### src/hdl/vfms_pkg.sv
`default_nettype none
// ----------------------------------------------------------------------------
// vfms_pkg
// Shared widths, the status type and the sequencer states of the vector field
// magnitude statistics block.
// ----------------------------------------------------------------------------
package vfms_pkg;

   localparam int DEFAULT_MAX_PIXELS = 4096;

   localparam int VEL_W     = 16;
   localparam int MAG_W     = 16;
   localparam int TOTAL_W   = 28;
   localparam int DIR_W     = 16;
   localparam int CFG_W     = 13;
   localparam int SUM_W     = 29;
   localparam int CFG_RESET = 4096;

   localparam int MUL_W  = 17;
   localparam int PROD_W = 34;

   localparam int SQ_IN_W  = 64;
   localparam int SQ_OUT_W = 32;
   localparam int SQ_REM_W = 36;

   localparam int DIV_N_W = 64;
   localparam int DIV_D_W = 32;

   typedef struct packed {
      logic busy;
      logic done;
   } unit_status_type;

   typedef enum logic [4:0] {
      ST_IDLE,
      ST_SQ,
      ST_MAG_START,
      ST_MAG_WAIT,
      ST_ACC,
      ST_MEAN_START,
      ST_MEAN_WAIT,
      ST_VAR,
      ST_VDIV_START,
      ST_VDIV_WAIT,
      ST_STD_START,
      ST_STD_WAIT,
      ST_S2,
      ST_NORM,
      ST_LEN_START,
      ST_LEN_WAIT,
      ST_DIR_START,
      ST_DIR_WAIT,
      ST_OUT
   } state_type;

endpackage
`default_nettype wire

### src/hdl/vfms_mul.sv
`default_nettype none
// ----------------------------------------------------------------------------
// vfms_mul
// Shared unsigned multiplier with a registered product.
// ----------------------------------------------------------------------------
module vfms_mul (
   input  wire logic                       clock,
   input  wire logic [vfms_pkg::MUL_W-1:0]  op_a,
   input  wire logic [vfms_pkg::MUL_W-1:0]  op_b,
   output logic      [vfms_pkg::PROD_W-1:0] product
);
   import vfms_pkg::*;

   logic [PROD_W-1:0] prod_ff;

   always_ff @(posedge clock) begin
      prod_ff <= PROD_W'(op_a) * PROD_W'(op_b);
   end

   assign product = prod_ff;

endmodule
`default_nettype wire

### config.mk
export PLATFORM = sky130hd
export DESIGN_NAME = vfms_mul
export DESIGN_NICKNAME = d
export VERILOG_FILES = /design/src/hdl/vfms_pkg.sv /design/src/hdl/vfms_mul.sv
export SDC_FILE = /design/constraint.sdc
export NUM_CORES = 1
export LEC_CHECK = 0
export ABC_AREA = 1
export BUFFER_PORTS_ARGS = -buffer_cell sky130_fd_sc_hd__clkbuf_2
export CORE_ASPECT_RATIO = 0.7
export CORE_MARGIN = 3
export CORE_UTILIZATION = 33
export CTS_CLUSTER_SIZE = 10
export DETAILED_ROUTE_END_ITERATION = 6
export MAX_ROUTING_LAYER = met4
export PLACE_DENSITY = 0.47
export SYNTH_ARGS = -nofsm -noshare
export SYNTH_HDL_FRONTEND = slang
export SYNTH_SLANG_ARGS = --single-unit
### constraint.sdc
create_clock -name clock -period 10.75 [get_ports clock]
set_clock_uncertainty 0.15 [all_clocks]
set_input_delay 3.225 -clock clock [delete_from_list [all_inputs] [get_ports clock]]
set_output_delay 3.225 -clock clock [all_outputs]
set_load 0.02 [all_outputs]
# Word-level counts from Yosys, hierarchy flattened
# Index checks and enable logic that the tools add are counted.
totals:
  register_bits: 34
  elab_cells: 2
op_classes:
  multipliers: 1
ops:
  columns: ["operator", "n"]
  rows:
  - ["$mul A17 B17 Y34", 1]

# Longest topological paths before layout
logic_depth:
  ltp_word: 1
  depth_mapped: 27
  ltp_nobuf: 25

# Least setup slack after synthesis
# Ideal clock, no wire load.
synth_timing:
  path_kind: "input to register"
  start: "input op_a[7] in the netlist's numbering"
  end: "register prod_ff[27], in the netlist product[27]"
  setup_time_ns: 0.112
  arrival_time_ns: 7.989
  path_slack_ns: 2.498
  path_stages: 25
  n_path_buf: 2
  path_cell_list: "clkbuf_1 > clkbuf_1 > nand2_1 > fa_1 > inv_1 > fa_1 > inv_1 > fa_1 > inv_1 > fa_1 > fa_1 > inv_1 > fa_1 > inv_1 > ha_1 > nand2_1 > inv_2 > nand2_1 > inv_1 > a21oi_1 > nand2_2 > nand2_2 > nand2_1 > nand2_1 > nand2_1"
synth_via:
  elab_chain_cells: 1
synth_rtl:
  columns: ["element", "line", "text"]
  rows:
  - ["start: declaration", "vfms_mul.sv:8", "input wire logic [vfms_pkg::MUL_W-1:0] op_a,"]
  - ["$mul A17 B17 Y34", "vfms_mul.sv:17", "prod_ff <= PROD_W'(op_a) * PROD_W'(op_b);"]
  - ["end signal: assignment", "vfms_mul.sv:17", null]
  - ["end: declaration", "vfms_mul.sv:14", "logic [PROD_W-1:0] prod_ff;"]
# No other way between the ends.

# Final worst setup path
layout_timing:
  start: "input op_a[11] in the netlist's numbering"
  end: "register prod_ff[32], in the netlist product[32]"
# Same word-level chain as after synthesis.

==> results by group <==
Clocking
  – Setup bufs post-CTS: 0
  – H-tree depth: 2
  – TritonCTS clock tree: done
  – Max clock buf depth: 2
  – Resize count post-CTS: 0
  – Sink Count: 34
  – Hold buffers post-CTS: 0
  – Reg clk slew, reported paths: 0.06 ns
  – Num CTS Buffers: 5
  – Root buf cell: clkbuf_16

Placed design
  – Placed cell area: 0.01188 sq mm
  – PortBufs: 68
  – RePlAce Congestion: 0.8601
  – Detail Placement HPWL: 25,880 um

Logic synthesis
  – Syn nets: 1,911
  – Register area share after synthesis: 0.06046
  – Syn Std Cell Area: 0.01126 sq mm
  – Top cell type by total area after synthesis: fa_1
  – Synth top area share: 0.3984
  – #FFs+latches synth: 34
  – Synth Warn #: 0
  – Post-Syn Area per Cell: 7.291 sq um
  – Ranking of synthesized cells by area: fa_1, inv_1, nand2_1, ha_1, dfxtp_1
  – Distinct cells, synth: 24
  – Synth Instances: 1,544

Finish
  – Most common cell after layout, fill and taps aside: inv_1
  – Commonest non-fill, non-tap cells in the layout: inv_1, nand2_1, fa_1
  – Max reg flops: 34
  – Final net count: 1,918
  – ANT cells: 0
  – Layout cells sized above 1: 0.07281
  – Finished layout cell area: 0.01207 sq mm
  – Area delta synth->final: 7.224%

Hold path
  – Worst Hold Launch: op_a[0]
  – Hold WC Path Type: in2reg

Die
  – Io pins: 69
  – Cell row count: 55
  – Die Wd: 226.8 um
  – Core area: 0.03296 sq mm
  – Die Span Y: 160.5 um
  – Die area: 0.03640 sq mm
  – Starting density of the core: 0.3415

Timing
  – Fmax: 117.9 MHz
  – Max Slew Vio Count: 0
  – Slew @ Worst Pin: 0.6858 ns
  – Final worst path period need: 8.481 ns
  – Final Hold Viols: 0
  – Total negative slack: 0 ns
  – Unrepaired setup endpoints after global routing: false
  – Fin crit share: 0.7889
  – Final setup violation count: 0
  – Worst slew margin: 0.5428

Drt
  – Post-Route WL: 31,580 um
  – Vias per cell: 4.448
  – Vias: 8,803
  – DRT Pass-1 Iters: 5
  – Post-route ant nets: 0
  – WL per Instance: 15.96 um
  – Starting DRT DRC Count: 515
  – Number of remaining DRC errors: 0

Setup path
  – Critical Path AT: 8.51 ns
  – Critical path capture point type: register
  – Crit path launch type: input pin
  – Crit Path Class: in2reg
  – Worst setup path startpoint: op_a[11]
  – CP max FO: 17
  – Critical Path RT: 10.78 ns

Status
  – Status: finished, final reports clean

Global route
  – Overflow after GRT: 0
  – Global-route wire length before repair: 52,320 um
  – Largest net degree at the start of global routing: 18
  – Vias in the first global route: 9,533
  – Initial antenna violation count: 0
  – GRT Overall Usage: 0.1910

Job
  – Max Cap Viol: 0
[worst max-delay path: stages]
cell	delay, ns
clkbuf_2	0.52
nand2_1	0.17
fa_1	0.54
fa_1	0.57
fa_1	0.53
inv_1	0.06
fa_1	0.50
fa_1	0.49
inv_1	0.05
fa_1	0.47
inv_1	0.04
ha_1	0.35
nand2_1	0.13
nor2_1	0.27
nand3_1	0.12
nand2_1	0.20
nand2_1	0.11
nand3_1	0.09
nand2_1	0.05
[kinds of logic (layout without fill, tap and decap cells)]
family / Yosys count / in the layout / synth area share
AND/OR/NAND/NOR: 567 / 567 / 0.2038
adder cells (fa/ha/maj): 332 / 332 / 0.5184
flip-flops: 34 / 34 / 0.06046
buffers and inverters: 567 / 575 / 0.1891
XOR/XNOR: 16 / 16 / 0.01245
AO/OA/AOI/OAI: 28 / 28 / 0.01578
[synth_stat cells]
cell and number:
nor3_4 1, xor2_1 13, a21o_1 1, nor3_2 2, o21bai_1 4, nand2_1 475
xnor2_1 3, nand3_1 19, nor2_2 3, inv_2 3, nand4_1 5, nand3_2 6
o21ai_0 1, a21oi_1 20, o21bai_4 1, nand2_2 18, dfxtp_1 34, fa_1 224
ha_1 108, a21oi_4 1, nor2_4 2, nor2_1 36, clkbuf_1 68, inv_1 496
[worst paths after layout]
check	endpoint	cells after the start
min	product[0]$_DFF_P_	3
max	product[32]$_DFF_P_	19
[per-stage QoR]
step	std cells	hold WS, ns	util	setup WS [ns]
CTS	1979	3.371	0.3662	2.369
global placement	1971	3.491	0.3603	2.037
finish	1979	3.370	0.3662	2.269
floorplan	1544	3.378	-	2.498
global route	1979	3.399	0.3662	2.009
detailed placement	1971	3.493	0.3603	2.059
[layout make-up]
cell class | instances | area [sq um]
multi-input cells | 943 | 8448
well taps | 427 | 534.3
flip-flops and latches | 34 | 680.7
clock inverters | 3 | 68.82
clock buffers | 5 | 125.1
fillers | 3564 | 20890
repair buffers | 68 | 340.3
inverters | 499 | 1873
[routing by layer]
layer | up-vias | share of wire | global-route usage
met4 | 0 | 0.0058 | 0.01491
met1 | 4331 | 0.53 | 0.2917
met3 | 14 | 0.049 | 0.02540
met5 | - | 0 | -
li1 | 4268 | - | -
met2 | 190 | 0.42 | 0.2797
Power is not shown: default switching activity piles up to over one toggle a cycle in this logic, so the estimate is an artifact.
