File: config.mk
export PLATFORM = sky130hd
export DESIGN_NAME = vfms_div
export DESIGN_NICKNAME = d
export VERILOG_FILES = /design/src/hdl/vfms_pkg.sv /design/src/hdl/vfms_div.sv
export SDC_FILE = /design/constraint.sdc
export NUM_CORES = 1
export LEC_CHECK = 0
export ABC_CLOCK_PERIOD_IN_PS = 4450
export BUFFER_PORTS_ARGS = -buffer_cell sky130_fd_sc_hd__buf_2
export CORE_MARGIN = 2
export CORE_UTILIZATION = 40
export DETAILED_ROUTE_END_ITERATION = 7
export GPL_TIMING_DRIVEN = 0
export PLACE_DENSITY_LB_ADDON = 0.15
export SYNTH_ARGS = -nofsm -noshare
export SYNTH_HDL_FRONTEND = slang
export SYNTH_SLANG_ARGS = --single-unit
File: constraint.sdc
create_clock -name clock -period 4.45 [get_ports clock]
set_input_delay 0.2225 -clock clock [delete_from_list [all_inputs] [get_ports clock]]
set_output_delay 0.2225 -clock clock [all_outputs]
set_load 0.1 [all_outputs]
File: src/hdl/vfms_pkg.sv
`default_nettype none
// ----------------------------------------------------------------------------
// vfms_pkg
// Shared widths, the status type and the sequencer states of the vector field
// magnitude statistics block.
// ----------------------------------------------------------------------------
package vfms_pkg;

   localparam int DEFAULT_MAX_PIXELS = 4096;

   localparam int VEL_W     = 16;
   localparam int MAG_W     = 16;
   localparam int TOTAL_W   = 28;
   localparam int DIR_W     = 16;
   localparam int CFG_W     = 13;
   localparam int SUM_W     = 29;
   localparam int CFG_RESET = 4096;

   localparam int MUL_W  = 17;
   localparam int PROD_W = 34;

   localparam int SQ_IN_W  = 64;
   localparam int SQ_OUT_W = 32;
   localparam int SQ_REM_W = 36;

   localparam int DIV_N_W = 64;
   localparam int DIV_D_W = 32;

   typedef struct packed {
      logic busy;
      logic done;
   } unit_status_type;

   typedef enum logic [4:0] {
      ST_IDLE,
      ST_SQ,
      ST_MAG_START,
      ST_MAG_WAIT,
      ST_ACC,
      ST_MEAN_START,
      ST_MEAN_WAIT,
      ST_VAR,
      ST_VDIV_START,
      ST_VDIV_WAIT,
      ST_STD_START,
      ST_STD_WAIT,
      ST_S2,
      ST_NORM,
      ST_LEN_START,
      ST_LEN_WAIT,
      ST_DIR_START,
      ST_DIR_WAIT,
      ST_OUT
   } state_type;

endpackage
`default_nettype wire

File: src/hdl/vfms_div.sv
`default_nettype none
// ----------------------------------------------------------------------------
// vfms_div
// Restoring unsigned divider, one quotient bit per cycle.
// ----------------------------------------------------------------------------
module vfms_div (
   input  wire logic                        clock,
   input  wire logic                        reset,
   input  wire logic                        start,
   input  wire logic [vfms_pkg::DIV_N_W-1:0] dividend,
   input  wire logic [vfms_pkg::DIV_D_W-1:0] divisor,
   output logic      [vfms_pkg::DIV_N_W-1:0] quotient,
   output vfms_pkg::unit_status_type        status
);
   import vfms_pkg::*;

   localparam int CNT_W = $clog2(DIV_N_W + 1);

   logic [DIV_N_W-1:0] dd_ff, dd_in;
   logic [DIV_D_W-1:0] r_ff, r_in;
   logic [DIV_D_W-1:0] d_ff, d_in;
   logic [CNT_W-1:0]   cnt_ff, cnt_in;
   logic               busy_ff, busy_in;
   logic               done_ff, done_in;
   logic [DIV_D_W:0]   r_sh;
   logic [DIV_D_W:0]   diff;
   logic               ge;

   always_comb begin
      r_sh    = {r_ff, dd_ff[DIV_N_W-1]};
      diff    = r_sh - {1'b0, d_ff};
      ge      = (r_sh >= {1'b0, d_ff});
      dd_in   = dd_ff;
      r_in    = r_ff;
      d_in    = d_ff;
      cnt_in  = cnt_ff;
      busy_in = busy_ff;
      done_in = 1'b0;
      if (start) begin
         dd_in   = dividend;
         r_in    = '0;
         d_in    = divisor;
         cnt_in  = CNT_W'(DIV_N_W);
         busy_in = 1'b1;
      end else if (busy_ff) begin
         r_in   = ge ? diff[DIV_D_W-1:0] : r_sh[DIV_D_W-1:0];
         dd_in  = {dd_ff[DIV_N_W-2:0], ge};
         cnt_in = cnt_ff - CNT_W'(1);
         if (cnt_ff == CNT_W'(1)) begin
            busy_in = 1'b0;
            done_in = 1'b1;
         end
      end
   end

   always_ff @(posedge clock) begin
      if (reset) begin
         cnt_ff  <= '0;
         busy_ff <= 1'b0;
         done_ff <= 1'b0;
      end else begin
         cnt_ff  <= cnt_in;
         busy_ff <= busy_in;
         done_ff <= done_in;
      end
   end

   always_ff @(posedge clock) begin
      dd_ff <= dd_in;
      r_ff  <= r_in;
      d_ff  <= d_in;
   end

   assign quotient = dd_ff;
   assign status   = '{busy: busy_ff, done: done_ff};

endmodule
`default_nettype wire

**Yosys cells after proc, flatten, opt, wreduce, memory -nomap -nowiden**

Index checks and enable logic that the tools add are counted.

- Output and inout bits: 66
- ROM bits: 0
- Register bits after elaboration: 137
- Input bits: 99
- Word-level logic and storage cells: 24
- Latch bits: 0
- Memories kept: 0
- Bits in writable memories: 0

- Divide/modulo/power cells: 0
- Reduce and logical (&&, ||, !) cells: 3
- $add $sub $neg: 2
- Equal/unequal tests: 1
- Bitwise logic cells: 1
- Multiplexer cells: 9
- Shift operators: 0
- $lt $le $gt $ge: 1
- Multipliers: 0

Operators with widths:

| operator | count |
|---|---|
| $mux 64 | 2 |
| $ge 33x32->1 | 1 |
| $mux 32 | 1 |
| $sub 32x32->32 | 1 |
| $mux 7 | 2 |
| $eq 7x1->1 const B | 1 |
| $sub 7x1->7 const B | 1 |
| $mux 1 | 4 |
| $reduce_or 3->1 | 1 |
| $reduce_bool 2->1 | 1 |
| $reduce_or 2->1 | 1 |
| $not 1->1 | 1 |

**Depth between registers and ports, before layout**

- Depth after elaboration: 4
- Mapped depth: 13
- Gate-level depth less buffers: 11

**Least setup slack after synthesis**

No wires, ideal clock.

- Path type: register to register
- Start point: register dd_ff[63], in the netlist quotient[63]
- End point: register r_ff[26]
- Arrival time: 3.135 ns
- Slack: 1.194 ns
- Required time: 4.328 ns
- Stages on the path, launching flop included: 12
- Library setup time: 0.122 ns
- Clock period less this slack: 3.256 ns
- Cells stage by stage: edfxtp_1 inv_1 ha_1 nor2b_1 o21bai_4 a2111oi_4 o21ai_2 a211oi_4 o31a_1 buf_4 nor2_1 a221o_1

- Longest elaborated chain between the ends: 2
- Elaborated cells on any way between the ends: 3
- Classes of those cells: add/sub (1); order compare (1); mux (1)

RTL lines:

| what | line | text |
|---|---|---|
| start, declared | vfms_div.sv:19 | `logic [DIV_N_W-1:0] dd_ff, dd_in;` |
| start signal, assigned | vfms_div.sv:69 | `dd_ff <= dd_in;` |
| $sub 32x32->32 or $ge 33x32->1 (tied branches) | vfms_div.sv:31, vfms_div.sv:32 |  |
| $mux 32 * | vfms_div.sv:46 | `r_in = ge ? diff[DIV_D_W-1:0] : r_sh[DIV_D_W-1:0];` |
| end signal, assigned | vfms_div.sv:70 | `r_ff <= r_in;` |
| end, declared | vfms_div.sv:20 | `logic [DIV_D_W-1:0] r_ff, r_in;` |

Mark *: on every way between the ends. The rest lies on a longest branch, timed or not.
A chain may end at the register's enable or synchronous reset.

**Final worst setup path**

- Start point: register r_ff[10]
- End point: register r_ff[28]

- Longest elaborated chain between the ends: 2
- Elaborated cells on any way between the ends: 3
- Classes of those cells: add/sub (1); order compare (1); mux (1)

RTL lines:

| what | line |
|---|---|
| $sub 32x32->32 or $ge 33x32->1 (tied branches) | vfms_div.sv:31, vfms_div.sv:32 |
| $mux 32 * | vfms_div.sv:46 |

Marked as above.

==> out/metrics.csv <==
stage,metric,value,unit
timing,number of pins exceeding their max-slew limit in the final report,0,
placed_design,half-perimeter wire length after detailed placement,13.87,mm
detailed_routing,detailed-route DRC error count,0,
floorplanning,die area,19800,sq um
critical_path,CP Launch Type,register,
detailed_routing,DR pass1 iterations,4,
timing,remaining max-slew budget at the tightest pin,0.4701,
synthesis,most common cell in the synthesized netlist,sky130_fd_sc_hd__edfxtp_1,
timing,"Hold Vio Cnt, Final",0,
cells_and_area,area used by multi-input combinational logic,3437,sq um
placed_design,number of input and output port buffers inserted,164,
timing,Fmax,304.0,MHz
clocking,TritonCTS clock tree,yes,
synthesis,top cell type by total area after synthesis,sky130_fd_sc_hd__edfxtp_1,
detailed_routing,routed len/inst,16.43,um
cells_and_area,fraction of layout cells with a size suffix above 1,0.3020,
power_and_ir_drop,portion of total power attributed to sequential cells,0.384,
synthesis,fraction of the yosys area taken by sequential cells,0.4954,
grt,Tot GR Track Use,0.1959,
synthesis,Area contributors post-synth,"sky130_fd_sc_hd__edfxtp_1, sky130_fd_sc_hd__dfxtp_1, sky130_fd_sc_hd__mux2_2",
synthesis,YS warnings,0,
timing,final count of negative-setup-slack endpoints,0,
placed_design,global placement routability congestion,0.8785,
synthesis,count of flip-flops with a built-in enable after synthesis,96,
power_and_ir_drop,net switching power,1409,uW
placed_design,worst setup slack after placement,1154,ps
critical_path,number of buffers and inverters on the critical path,2,
critical_path,slowest CP cell,sky130_fd_sc_hd__nor4_1,
synthesis,cell area after synthesis,7476,sq um
critical_path,crit-path max FO,9,
clocking,maximum clock insertion buffer count,2,
flow_run,maximum capacitance violations,0,
synthesis,Avg Inst Size Synth,10.73,sq um
synthesis,"FF+latch count, synth",137,
grt,leftover overflow at the end of global routing,0,
clocking,number of gates resized after CTS,0,
floorplanning,die width,140.7,um
critical_path,top cell family by delay on the critical path,compound AO/OA/AOI/OAI gates,
cells_and_area,Final #Nets,1048,
timing,unrepaired setup endpoints after global routing,false,
synthesis,post-synth cell types,67,
synthesis,top-area cell type share of the netlist area,0.3856,
floorplanning,number of I/O pins,165,
hold_path,launch point of the worst hold path,dividend[34],
critical_path,CP Data Arrival Time,3600,ps
floorplanning,height of the chip,140.7,um
clocking,clock sink count,137,
floorplanning,initial cell density of the core,0.4120,
cells_and_area,"Core Util, Final",0.5256,
critical_path,kind of critical path,register to register,
power_and_ir_drop,Leakage Power,0.003968,uW
power_and_ir_drop,power density of the placed cells,420.1,nW/um^2
clocking,post-CTS setup-driven buffer insertion count,0,
clocking,clock-pin slew reported for the worst setup and hold paths after clock tree synthesis,70,ps
grt,maximum number of pins on one net before global-route repair,43,
cells_and_area,growth of design area from synthesis to finish,27.58,%
hold_path,Hold Path Class,input port to register,
grt,first-pass GRT wire length,30.78,mm
grt,vias in the first global route,5969,
power_and_ir_drop,maximum ir drop on the vdd rail,0.2535,mV
grt,initial antenna violation count,0,
critical_path,endpoint required time on the critical path,4760,ps
cells_and_area,flip-flop and latch area,3704,sq um
critical_path,slowest cell delay on critical path,520,ps
detailed_routing,Avg Vias per Cell,5.164,
cells_and_area,ant diodes,0,
detailed_routing,post-route antenna net violation count,0,
power_and_ir_drop,portion of total power attributed to combinational logic,0.250,
clocking,"Clk Latency, worst-skew pair",430,ps
timing,clock tree skew after final layout,12.70,ps
timing,Worst-Margin Slew,794.8,ps
cells_and_area,FILL cells,1681,
clocking,cts bufs inserted,17,
timing,share of the clock period used by the worst path after layout,0.7391,
synthesis,primary flip-flop cell chosen by synthesis mapping,sky130_fd_sc_hd__edfxtp_1,
synthesis,gate count of the mapped netlist,697,
clocking,number of H-tree levels,4,
detailed_routing,overall via count from detail_route,5970,
floorplanning,area of the core,18150,sq um
synthesis,most frequent cells after synthesis,"sky130_fd_sc_hd__edfxtp_1, sky130_fd_sc_hd__mux2_2, sky130_fd_sc_hd__nand2_1, sky130_fd_sc_hd__nor2_1",
critical_path,CP endpoint kind,register,
power_and_ir_drop,proportion of power drawn by the clock network,0.366,
floorplanning,row count,49,
synthesis,share of flip-flops with an asynchronous set or reset,0,
power_and_ir_drop,Power Internal,2598,uW
timing,Final min period,3289,ps
clocking,Clock Root Buffer,sky130_fd_sc_hd__clkbuf_16,
detailed_routing,routed wire length,18.99,mm
critical_path,startpoint of the lowest-slack register-to-register path,r_ff[10],
detailed_routing,first-iteration detailed-routing DRC count,381,
synthesis,net count of the mapped netlist,831,
timing,setup slack after layout,1161,ps
power_and_ir_drop,net switching share of the total power,0.3516,
critical_path,crit path cell chain,ha_1 -> clkbuf_1 -> nand4_1 -> nor4_1 -> nand2_1 -> o211ai_2 -> o21a_1 -> o31a_1 -> buf_4 -> nor2_1 -> a221o_1,
status,result of the run,"finished, final reports clean",
critical_path,worst setup path startpoint,r_ff[10],
-- registers in the layout, indices dropped and copies added (netlist names) --
name      flops
r_ff         32
done_ff       1
busy_ff       1
quotient     64
cnt_ff        7
d_ff         32
-- logic make-up after synthesis --
logic type	Yosys count	synth area share
and+or+nand+nor	177	0.1074
AOI/OAI and AO/OA	164	0.1521
DFF	137	0.4954
buffers and inverters	83	0.04485
muxes	70	0.1043
adders and majority gates	35	0.05958
xor gates and xnor gates	31	0.03632
-- worst paths after layout --
check / end / slack [ps] / cells after the start
setup / recovery: r_ff[28] / 1160 / 11
hold / removal: quotient[34] / 90 / 2
setup reg to reg: r_ff[28] / 1160 / 11
hold reg to reg: r_ff[5] / 490 / 2
-- worst reg2reg max path, cell delays in order, from the launching register on --
cell                       delay (ps)
sky130_fd_sc_hd__dfxtp_1          340
sky130_fd_sc_hd__ha_1             280
sky130_fd_sc_hd__clkbuf_1         250
sky130_fd_sc_hd__nand4_1          210
sky130_fd_sc_hd__nor4_1           520
sky130_fd_sc_hd__nand2_1          120
sky130_fd_sc_hd__o211ai_2         370
sky130_fd_sc_hd__o21a_1           220
sky130_fd_sc_hd__o31a_1           130
sky130_fd_sc_hd__buf_4            200
sky130_fd_sc_hd__nor2_1           150
sky130_fd_sc_hd__a221o_1          370
-- power groups by stage --
stage               registers (uW)  logic (uW)  clock network, uW
CTS                           1540        1010               1490
finish                        1540        1000               1470
floorplan                     2000         339                  0
global route                  1550        1070               1540
detailed placement            1560         981                  0
global placement              1570         976                  0
-- final cells by class --
cell class,instances,area share
Sequential cell,137,0.3883
Multi-Input combinational cell,477,0.3604
Timing Repair Buffer,198,0.1228
Clock buffer,17,0.04460
Tap cell,229,0.03004
Clock inverter,15,0.01876
Inverter,46,0.01810
Buffer,37,0.01705
-- layout by cell type, fill, tap and decap left out, types with 11 or more instances in the layout --
master,n
sky130_fd_sc_hd__a211oi_1,11
sky130_fd_sc_hd__a21oi_1,46
sky130_fd_sc_hd__buf_2,167
sky130_fd_sc_hd__clkbuf_1,27
sky130_fd_sc_hd__clkbuf_16,17
sky130_fd_sc_hd__dfxtp_1,41
sky130_fd_sc_hd__dlygate4sd3_1,33
sky130_fd_sc_hd__edfxtp_1,96
sky130_fd_sc_hd__ha_1,34
sky130_fd_sc_hd__inv_1,45
sky130_fd_sc_hd__mux2_2,63
sky130_fd_sc_hd__nand2_1,63
sky130_fd_sc_hd__nand3_1,14
sky130_fd_sc_hd__nor2_1,52
sky130_fd_sc_hd__o21ai_0,29
sky130_fd_sc_hd__xnor2_1,20
sky130_fd_sc_hd__xor2_1,11
-- what timing repair did --
action	CTS	global route
hold buffers	33	0
endpoints found under the setup margin	0	0
hold endpoints to repair	34	0
-- metrics by stage --
| stage | TNS (ps) | std cells | hold slack, ps | instance area, sq um | power, uW |
|---|---|---|---|---|---|
| after floorplan | 0 | 697 | 294.9 | 7476 | 2344 |
| after global placement | -2954 | 1090 | 400.7 | 8583 | 2543 |
| after detailed placement | 0 | 1091 | 400.7 | 8603 | 2544 |
| after CTS | 0 | 1156 | 76.06 | 9538 | 4036 |
| after global routing | 0 | 1156 | 78.23 | 9538 | 4158 |
| final | 0 | 1156 | 88.46 | 9538 | 4007 |
-- per-layer routing --
| metal | vias to the layer above | global-route usage | routed length [um] |
|---|---|---|---|
| li1 | 2993 | - | - |
| met1 | 2813 | 0.2589 | 8955 |
| met2 | 147 | 0.3217 | 8978 |
| met3 | 17 | 0.04552 | 850 |
| met4 | 0 | 0.05947 | 210 |
| met5 | - | 0 | 0 |
(Power assumes the default switching activity.)
