--- src/hdl/vfms_pkg.sv ---
`default_nettype none
// ----------------------------------------------------------------------------
// vfms_pkg
// Shared widths, the status type and the sequencer states of the vector field
// magnitude statistics block.
// ----------------------------------------------------------------------------
package vfms_pkg;

   localparam int DEFAULT_MAX_PIXELS = 4096;

   localparam int VEL_W     = 16;
   localparam int MAG_W     = 16;
   localparam int TOTAL_W   = 28;
   localparam int DIR_W     = 16;
   localparam int CFG_W     = 13;
   localparam int SUM_W     = 29;
   localparam int CFG_RESET = 4096;

   localparam int MUL_W  = 17;
   localparam int PROD_W = 34;

   localparam int SQ_IN_W  = 64;
   localparam int SQ_OUT_W = 32;
   localparam int SQ_REM_W = 36;

   localparam int DIV_N_W = 64;
   localparam int DIV_D_W = 32;

   typedef struct packed {
      logic busy;
      logic done;
   } unit_status_type;

   typedef enum logic [4:0] {
      ST_IDLE,
      ST_SQ,
      ST_MAG_START,
      ST_MAG_WAIT,
      ST_ACC,
      ST_MEAN_START,
      ST_MEAN_WAIT,
      ST_VAR,
      ST_VDIV_START,
      ST_VDIV_WAIT,
      ST_STD_START,
      ST_STD_WAIT,
      ST_S2,
      ST_NORM,
      ST_LEN_START,
      ST_LEN_WAIT,
      ST_DIR_START,
      ST_DIR_WAIT,
      ST_OUT
   } state_type;

endpackage
`default_nettype wire

--- src/hdl/vfms_sqrt.sv ---
`default_nettype none
// ----------------------------------------------------------------------------
// vfms_sqrt
// Iterative integer square root, two radicand bits per cycle.
// ----------------------------------------------------------------------------
module vfms_sqrt (
   input  wire logic                         clock,
   input  wire logic                         reset,
   input  wire logic                         start,
   input  wire logic [vfms_pkg::SQ_IN_W-1:0]  value,
   output logic      [vfms_pkg::SQ_OUT_W-1:0] root,
   output vfms_pkg::unit_status_type         status
);
   import vfms_pkg::*;

   localparam int CNT_W = $clog2(SQ_OUT_W + 1);

   logic [SQ_IN_W-1:0]  val_ff, val_in;
   logic [SQ_REM_W-1:0] rem_ff, rem_in;
   logic [SQ_OUT_W-1:0] root_ff, root_in;
   logic [CNT_W-1:0]    cnt_ff, cnt_in;
   logic                busy_ff, busy_in;
   logic                done_ff, done_in;
   logic [SQ_REM_W-1:0] rem_sh;
   logic [SQ_REM_W-1:0] trial;

   always_comb begin
      rem_sh  = {rem_ff[SQ_REM_W-3:0], val_ff[SQ_IN_W-1 -: 2]};
      trial   = {{(SQ_REM_W-SQ_OUT_W-2){1'b0}}, root_ff, 2'b01};
      val_in  = val_ff;
      rem_in  = rem_ff;
      root_in = root_ff;
      cnt_in  = cnt_ff;
      busy_in = busy_ff;
      done_in = 1'b0;
      if (start) begin
         val_in  = value;
         rem_in  = '0;
         root_in = '0;
         cnt_in  = CNT_W'(SQ_OUT_W);
         busy_in = 1'b1;
      end else if (busy_ff) begin
         val_in = val_ff << 2;
         if (rem_sh >= trial) begin
            rem_in  = rem_sh - trial;
            root_in = {root_ff[SQ_OUT_W-2:0], 1'b1};
         end else begin
            rem_in  = rem_sh;
            root_in = {root_ff[SQ_OUT_W-2:0], 1'b0};
         end
         cnt_in = cnt_ff - CNT_W'(1);
         if (cnt_ff == CNT_W'(1)) begin
            busy_in = 1'b0;
            done_in = 1'b1;
         end
      end
   end

   always_ff @(posedge clock) begin
      if (reset) begin
         cnt_ff  <= '0;
         busy_ff <= 1'b0;
         done_ff <= 1'b0;
      end else begin
         cnt_ff  <= cnt_in;
         busy_ff <= busy_in;
         done_ff <= done_in;
      end
   end

   always_ff @(posedge clock) begin
      val_ff  <= val_in;
      rem_ff  <= rem_in;
      root_ff <= root_in;
   end

   assign root   = root_ff;
   assign status = '{busy: busy_ff, done: done_ff};

endmodule
`default_nettype wire

--- config.mk ---
export PLATFORM = sky130hd
export DESIGN_NAME = vfms_sqrt
export DESIGN_NICKNAME = d
export VERILOG_FILES = /design/src/hdl/vfms_pkg.sv /design/src/hdl/vfms_sqrt.sv
export SDC_FILE = /design/constraint.sdc
export NUM_CORES = 1
export LEC_CHECK = 0
export ABC_CLOCK_PERIOD_IN_PS = 3800
export BUFFER_PORTS_ARGS = -buffer_cell sky130_fd_sc_hd__buf_4
export CELL_PAD_IN_SITES_DETAIL_PLACEMENT = 0
export CELL_PAD_IN_SITES_GLOBAL_PLACEMENT = 1
export CORE_ASPECT_RATIO = 0.7
export CORE_MARGIN = 4
export CORE_UTILIZATION = 45
export CTS_BUF_LIST = sky130_fd_sc_hd__clkbuf_4 sky130_fd_sc_hd__clkbuf_8 sky130_fd_sc_hd__clkbuf_16
export CTS_CLUSTER_DIAMETER = 150
export DETAILED_ROUTE_END_ITERATION = 8
export GPL_TIMING_DRIVEN = 0
export PLACE_DENSITY_LB_ADDON = 0.1
export SLEW_MARGIN = 5
export SYNTH_ARGS = -nofsm -noshare
export SYNTH_HDL_FRONTEND = slang
export SYNTH_SLANG_ARGS = --single-unit
--- constraint.sdc ---
create_clock -name clock -period 3.8 [get_ports clock]
set_input_delay 0.38 -clock clock [delete_from_list [all_inputs] [get_ports clock]]
set_output_delay 0.38 -clock clock [all_outputs]
set_load 0.01 [all_outputs]
After elaboration in Yosys (flattened, before gate mapping)
Cells that the tools add are included.
W data, S select, Z words.
{"block": "classes", "muxes": 10, "n_reduce_logical": 3, "n_lt_le_gt_ge": 1, "eq_ne": 1, "addsub": 2, "n_bitwise": 1}
{"operator": "$mux W64", "count": 2}
{"operator": "$ge A36 B34 Y1", "count": 1}
{"operator": "$mux W34", "count": 1}
{"operator": "$sub A34 B34 Y34", "count": 1}
{"operator": "$mux W6", "count": 2}
{"operator": "$eq A6 B1 Y1 const B", "count": 1}
{"operator": "$sub A6 B1 Y6 const B", "count": 1}
{"operator": "$mux W1", "count": 5}
{"operator": "$reduce_or A3 Y1", "count": 1}
{"operator": "$reduce_bool A2 Y1", "count": 1}
{"operator": "$reduce_or A2 Y1", "count": 1}
{"operator": "$not A1 Y1", "count": 1}
{"block": "totals", "reg_bits": 138, "out_inout_bits": 34, "word_cells": 25, "input_bits": 67}

Depth between registers and ports, before layout
Gate-level depths: netlist of run 1.
{"block": "logic_depth", "word_depth": 4, "ltp_mapped": 14, "ltp_nobuf": 11}

Worst setup path before layout of run 1
No wires, ideal clock.
{"block": "synth_timing", "kind": "flip-flop to flip-flop", "start": "reg root_ff[6] (netlist: root[6])", "end": "reg rem_ff[33]", "setup_slack_ns": 0.774, "path_stages_with_launch": 13, "arrival_ns": 2.894, "period_less_slack_ns": 3.026, "path_buffers": 1, "setup_ns": 0.133, "required_time_ns": 3.667, "path_cell_list": "dfxtp_1 -> inv_1 -> ha_1 -> and3_1 -> buf_6 -> a221o_1 -> o21a_1 -> o31a_1 -> or4_4 -> a31o_1 -> mux2i_1 -> o221ai_1 -> a21oi_1"}
{"block": "synth_between", "elab_chain_cells": 2, "word_cells_on_any_way": 3}
{"item": "start, declared", "line_no": "vfms_sqrt.sv:20", "source": "logic [SQ_OUT_W-1:0] root_ff, root_in;"}
{"item": "start signal, assigned", "line_no": "vfms_sqrt.sv:74", "source": "root_ff <= root_in;"}
{"item": "$sub A34 B34 Y34 / $ge A36 B34 Y1 (equally long branches)", "line_no": "vfms_sqrt.sv:45, vfms_sqrt.sv:44"}
{"item": "$mux W34 (*)", "line_no": "vfms_sqrt.sv:44", "source": "if (rem_sh >= trial) begin"}
{"item": "end signal, assigned", "line_no": "vfms_sqrt.sv:73", "source": "rem_ff <= rem_in;"}
{"item": "end, declared", "line_no": "vfms_sqrt.sv:19", "source": "logic [SQ_REM_W-1:0] rem_ff, rem_in;"}
Mark *: on every way between the ends. The rest lies on a longest branch, timed or not.
A chain may end at the register's enable or synchronous reset.

Final worst setup path of run 1
{"block": "layout_timing", "start": "reg root_ff[22] (netlist: root[22])", "end": "reg rem_ff[17]"}
{"block": "layout_between", "elab_chain_cells": 2}
{"item": "$ge A36 B34 Y1", "line_no": "vfms_sqrt.sv:44"}
{"item": "$mux W34", "line_no": "vfms_sqrt.sv:44"}
Every way passes these cells.

==> out/results.tsv, run 1 <==
metric	value	unit
outcome	completed	
ant diodes	0	
Synth Register Bits	138	
share of layout cells above drive strength 1	24.0	%
max cap viols	0	
Sink Count	138	
post-synthesis adder-cell area fraction	5.98	%
setup repair bufs after CTS	0	
hold slack final	0.125	ns
Synth cell types	57	
fmax	290	MHz
Slew @ Worst Pin	0.862	ns
predominant post-synthesis flop cell	dfxtp_1	
GRT overflow	0	
first-pass GRT wire length	29.8	mm
Initial Util	46.1	%
CP Class	register to register	
antenna violations before repair	0	
sequential area share after synthesis	45.2	%
synthesized area	7540	um^2
largest family of logic cells by synthesized area	multiplexers	
worst path required time	4.08	ns
min Tclk post-route	3.45	ns
Clock Tree Buf Depth	2	
Total Power	6.48	mW
post-CTS sizing	0	
Routed wire per std cell	17.0	um
I/O pin count	101	
relative slew slack	42.3	%
WP data arrival	3.73	ns
number of CTS-inserted buffers	17	
Initial DRT Pass Iterations	5	
total global-route track usage	20.1	%
Placeable Area	16300	um^2
Worst Path Max Fanout	10	
row count	39	
count of final hold-check violations	0	
# DRC	0	
hpwl dp	13.9	mm
ys async rst share	0	%
Slew Viols, Final	0	
XOR/XNOR Fraction of Synth Area	4.07	%
port bufs	99	
Post-synth EDFFs	64	
Power Density	708	nW/um^2
mux cell area share after synthesis	15.8	%
Die Area	18900	um^2
number of hold buffers added after cts	0	
Area Overhead vs Synth	21.6	%
Vias	5912	
Final Cycle Share	90.8	%
Vert. Die Dim	116	um
crit path launch type	register	
DR vias/cell	5.35	
Routed Antenna Nets	0	
pin count of the biggest net entering global routing	41	
CTS tree	done	
Synth warnings	0	
Die Width	163	um
Syn Inst Count	748	
vias in the first global route	5692	
Simple-Gate Fraction of Synth Area	11.2	%
RSZ-0062 raised after global routing	no	
Worst-path clk slew	0.06	ns
Post-Route Setup TNS	0	ns
initial DRC count	454	
Routed Wire Length	18.8	mm
global placer's final weighted congestion	0.911	
static leakage	3.77	nW
peak supply drop	406	uV
Syn Nets	851	
H-tree depth	4	
final setup violating endpoints	0	
endpoint class of the critical path	register	
Syn Area/Cell	10.1	um^2
clock skew	0.00826	ns
Root Buffer	clkbuf_16	
Compound-Gate Fraction of Synth Area	13.1	%
final net count	970	
Clk Latency, worst-skew pair	0.42	ns
Hold WC Path Type	input port to register	
## through the flow
stage | std cells | instance area (um^2) | setup slack [ns] | util [%]
detailed placement | 1073 | 8580 | 0.284 | 52.5
global route | 1105 | 9160 | 0.0537 | 56.1
floorplan | 748 | 7540 | 0.774 | -
CTS | 1105 | 9150 | 0.260 | 56.0
finish | 1105 | 9160 | 0.350 | 56.1
global placement | 1072 | 8560 | 0.278 | 52.4
## registers in the layout (all words and copies together) (netlist names)
register	flops
val_ff	64
rem_ff	34
root	32
cnt_ff	6
busy_ff	1
done_ff	1
## critical path: stages, from the launching register on
cell and delay (ns):
dfxtp_1 0.39, inv_1 0.06, ha_1 0.27, clkbuf_1 0.31
nand4_1 0.32, a2111o_1 0.40, a31oi_1 0.22, o21ai_0 0.13
o21ai_0 0.13, buf_2 0.26, buf_2 0.40, mux2i_1 0.30
a211oi_1 0.10
## cell usage in the layout, fill, tap and decap left out, drive strengths merged, types with 3 or more instances in the layout
cell / instances
buf: 113
nor2: 94
dfxtp: 74
edfxtp: 64
mux2: 62
inv: 52
mux2i: 49
nand2: 46
clkbuf: 45
a21oi: 40
ha: 36
a211oi: 23
o21ai: 22
xnor2: 19
xor2: 16
a21o: 14
nor3: 11
nand3: 11
o21a: 10
o211ai: 7
or3: 6
a31oi: 5
o21bai: 5
nand4: 5
and3: 5
nor4: 5
clkinv: 5
and2: 3
## cell type report
cell class                 instances  area [um^2]
sequential                       138         3400
multi-input combinational        524         3790
clock inverter                    14          136
inverter                          46          173
tap                              225          282
clock buffer                      18          433
fill                            1488         7180
timing repair buffer             100          763
buffer                            40          178
## path summary, 6_finish.rpt
path	from	to	slack [ns]	depth (start not counted)
setup / recovery	root[22]$_SDFFE_PP0P_	rem_ff[17]$_SDFFE_PP0P_	0.35	12
setup reg to reg	root[22]$_SDFFE_PP0P_	rem_ff[17]$_SDFFE_PP0P_	0.35	12
hold reg to reg	rem_ff[33]$_SDFFE_PP0P_	rem_ff[33]$_SDFFE_PP0P_	0.47	2
hold / removal	reset	cnt_ff[5]$_SDFFE_PP0P_	0.13	2
## per-layer routing
layer	up-vias	wire [um]	track usage (%)	part of all wire [%]
met2	138	8130	29.7	43
met3	11	1110	4.66	5.9
met1	2842	9460	30.0	50
met5	-	0	0	0
li1	2921	-	-	-
met4	0	106	4.92	0.56
## cells in the mapped netlist (2+ instances only)
| master | number | area, um^2 |
|---|---|---|
| o21ai_0 | 22 | 110 |
| mux2i_1 | 49 | 490 |
| nand4_1 | 5 | 31.3 |
| and2_1 | 3 | 18.8 |
| a21o_1 | 14 | 105 |
| o21bai_1 | 5 | 37.5 |
| xnor2_1 | 19 | 166 |
| mux2_2 | 62 | 698 |
| nor3_1 | 11 | 55.1 |
| buf_2 | 4 | 20.0 |
| o211ai_1 | 7 | 52.6 |
| a31oi_1 | 5 | 31.3 |
| nand2b_1 | 2 | 12.5 |
| nand2_1 | 46 | 173 |
| clkbuf_1 | 27 | 101 |
| buf_1 | 4 | 15.0 |
| or2_2 | 2 | 12.5 |
| nor4_1 | 4 | 25.0 |
| or3_1 | 5 | 31.3 |
| a221o_1 | 2 | 20.0 |
| o21a_1 | 10 | 75.1 |
| o31a_1 | 2 | 17.5 |
| o22ai_1 | 2 | 12.5 |
| buf_4 | 4 | 30.0 |
| a211oi_1 | 23 | 173 |
| nor2_1 | 94 | 353 |
| nand3_1 | 11 | 55.1 |
| inv_1 | 45 | 169 |
| edfxtp_1 | 64 | 1920 |
| dfxtp_1 | 74 | 1480 |
| xor2_1 | 16 | 140 |
| o41ai_1 | 2 | 17.5 |
| ha_1 | 36 | 450 |
| a21oi_1 | 40 | 200 |
| a22o_1 | 2 | 17.5 |
| and3_1 | 4 | 25.0 |
## where the power goes
part / leakage [nW] / switching (mW) / internal, mW
sequential: 1.25 / 0.129 / 1.76
clock: 0.274 / 0.700 / 0.923
combinational: 2.24 / 1.70 / 1.27
total: 3.77 / 2.53 / 3.96
## kinds of logic after synthesis
family	Yosys count
mux	111
compound gates	149
flops	138
fa+ha+maj	36
buf+inv	86
simple gates	193
xor+xnor	35
Power figures use the tool's default switching activity.
==> run 2: changes to the inputs <==
REMOVE_ABC_BUFFERS = 1   (was default)
SKIP_CTS_REPAIR_TIMING = 1   (was default)
==> run 2 against run 1 <==
First-iteration DRC count shrank 21%. Die area unchanged. Maximum frequency grew 0.92%. Combinational power is 2% lower. Critical path depth decreased by 1. Via count decreased by 2.1%. Cell area decreased by 0.53%. Utilization down 0.30 points. Wire length fell by 9.7%. Hold slack got worse by 0.0099 ns. Clock skew increased by 0.0027 ns.
==> out/results.tsv, run 2 (synthesized netlist as in run 1, its figures left out) <==
metric	value	unit	change
outcome	completed		
Worst Path Max Fanout	4		-6
CP Class	register to register		
hold slack final	0.116	ns	-0.00991 ns
fmax	293	MHz	+0.92%
min Tclk post-route	3.42	ns	-0.0315 ns
fillers	1439		-3.3%
final setup violating endpoints	0		unchanged
RSZ-0062 raised after global routing	no		
Initial DRT Pass Iterations	5		unchanged
Vias	5786		-2.1%
worst path required time	4.14	ns	+0.06 ns
Final Cycle Share	89.9	%	-0.83 points
vias in the first global route	5544		-2.6%
peak supply drop	328	uV	-19%
endpoint class of the critical path	register		
Root Buffer	clkbuf_16		
Placeable Area	16300	um^2	unchanged
static leakage	3.75	nW	-0.31%
antenna violations before repair	0		unchanged
Slew @ Worst Pin	1.04	ns	+0.178 ns
max reg flops	64		unchanged
count of final hold-check violations	0		unchanged
CTS tree	done		
Clk Latency, worst-skew pair	0.43	ns	about the same
# DRC	0		unchanged
most common cell after layout, fill and taps aside	buf_4		
register area	3410	um^2	+0.11%
register name with the most flops	val_ff		
area occupied by multi-input gates	3790	um^2	about the same
Die Width	163	um	unchanged
Initial Util	46.1	%	unchanged
Clock Tree Buf Depth	2		unchanged
Total Power	6.50	mW	+0.17%
port bufs	100		+1.0%
final net count	935		-3.6%
Routed Antenna Nets	0		unchanged
WP data arrival	3.76	ns	+0.03 ns
crit path launch type	register		
GRT overflow	0		unchanged
Sink Count	138		unchanged
initial DRC count	358		-21%
Routed wire per std cell	15.9	um	-6.8%
ant diodes	0		unchanged
share of layout cells above drive strength 1	24.9	%	+0.87 points
number of CTS-inserted buffers	17		unchanged
first-pass GRT wire length	28.2	mm	-5.3%
Vert. Die Dim	116	um	unchanged
Hold WC Path Type	input port to register		
H-tree depth	4		unchanged
total global-route track usage	18.6	%	-1.5 points
most frequent cells in the layout	101 x buf_4, 94 x nor2_1, 73 x dfxtp_1		
max cap viols	0		unchanged
I/O pin count	101		unchanged
row count	39		unchanged
Area Overhead vs Synth	20.9	%	
Power Density	713	nW/um^2	+0.71%
Die Area	18900	um^2	unchanged
Slew Viols, Final	0		unchanged
Worst-path clk slew	0.06	ns	about the same
Routed Wire Length	17.0	mm	-9.7%
relative slew slack	30.4	%	-12 points
pin count of the biggest net entering global routing	73		+78%
global placer's final weighted congestion	0.899		-1.3%
hpwl dp	12.1	mm	-13%
DR vias/cell	5.41		+1.1%
clock skew	0.0109	ns	+0.00265 ns
==> run 2: routing by layer <==
metal	vias up	global-route usage, %	share of wire, %
met5	-	0	0
met4	0	5.59	1.4
met3	19	6.31	7.4
met2	172	25.5	40
met1	2735	27.7	51
li1	2860	-	-
==> run 2: worst max-delay path: stages (launching register included) <==
cell and delay, ns:
dfxtp_1 0.40, inv_1 0.06, ha_1 0.36, nand2b_1 0.12, a2111oi_2 0.52, o211ai_1 0.26, a31oi_1 0.28, o21ai_0 0.30
o41ai_1 0.53, xor2_1 0.19, mux2i_1 0.09, a211oi_1 0.21
==> run 2: final cells by class <==
cell class              count  share of cell area [%]
clock buffers              17                    4.67
clock inverters            15                    1.98
inverters                  46                    1.89
multi-input cells         524                    41.6
flip-flops and latches    138                    37.4
well taps                 225                    3.09
repair buffers            105                    9.36
==> run 2: final timing paths <==
kind / startpoint / to / slack, ns / cells past startpoint
setup / recovery: root[0]$_SDFFE_PP0P_ / rem_ff[30]$_SDFFE_PP0P_ / 0.38 / 11
hold / removal: reset / busy_ff$_SDFF_PP0_ / 0.12 / 2
setup reg to reg: root[0]$_SDFFE_PP0P_ / rem_ff[30]$_SDFFE_PP0P_ / 0.38 / 11
hold reg to reg: rem_ff[5]$_SDFFE_PP0P_ / rem_ff[5]$_SDFFE_PP0P_ / 0.46 / 2
==> run 2: per-stage QoR <==
stage          util (%)  setup slack, ns  cells  TNS [ns]  cell area, um^2
2_1_floorplan         -            -1.97    708   -108.25             7360
3_3_place_gp       51.3            -5.21   1033   -318.53             8390
3_5_place_dp       52.0            0.143   1037         0             8500
4_1_cts            55.7            0.118   1069         0             9110
5_1_grt            55.8            0.147   1070         0             9110
6_report           55.8            0.382   1070         0             9110
==> run 2: power by group <==
group	total, mW	internal [mW]	switching [mW]
Clock	1.71	0.993	0.712
Sequential	1.88	1.76	0.126
Combinational	2.91	1.30	1.61
Total	6.50	4.05	2.44
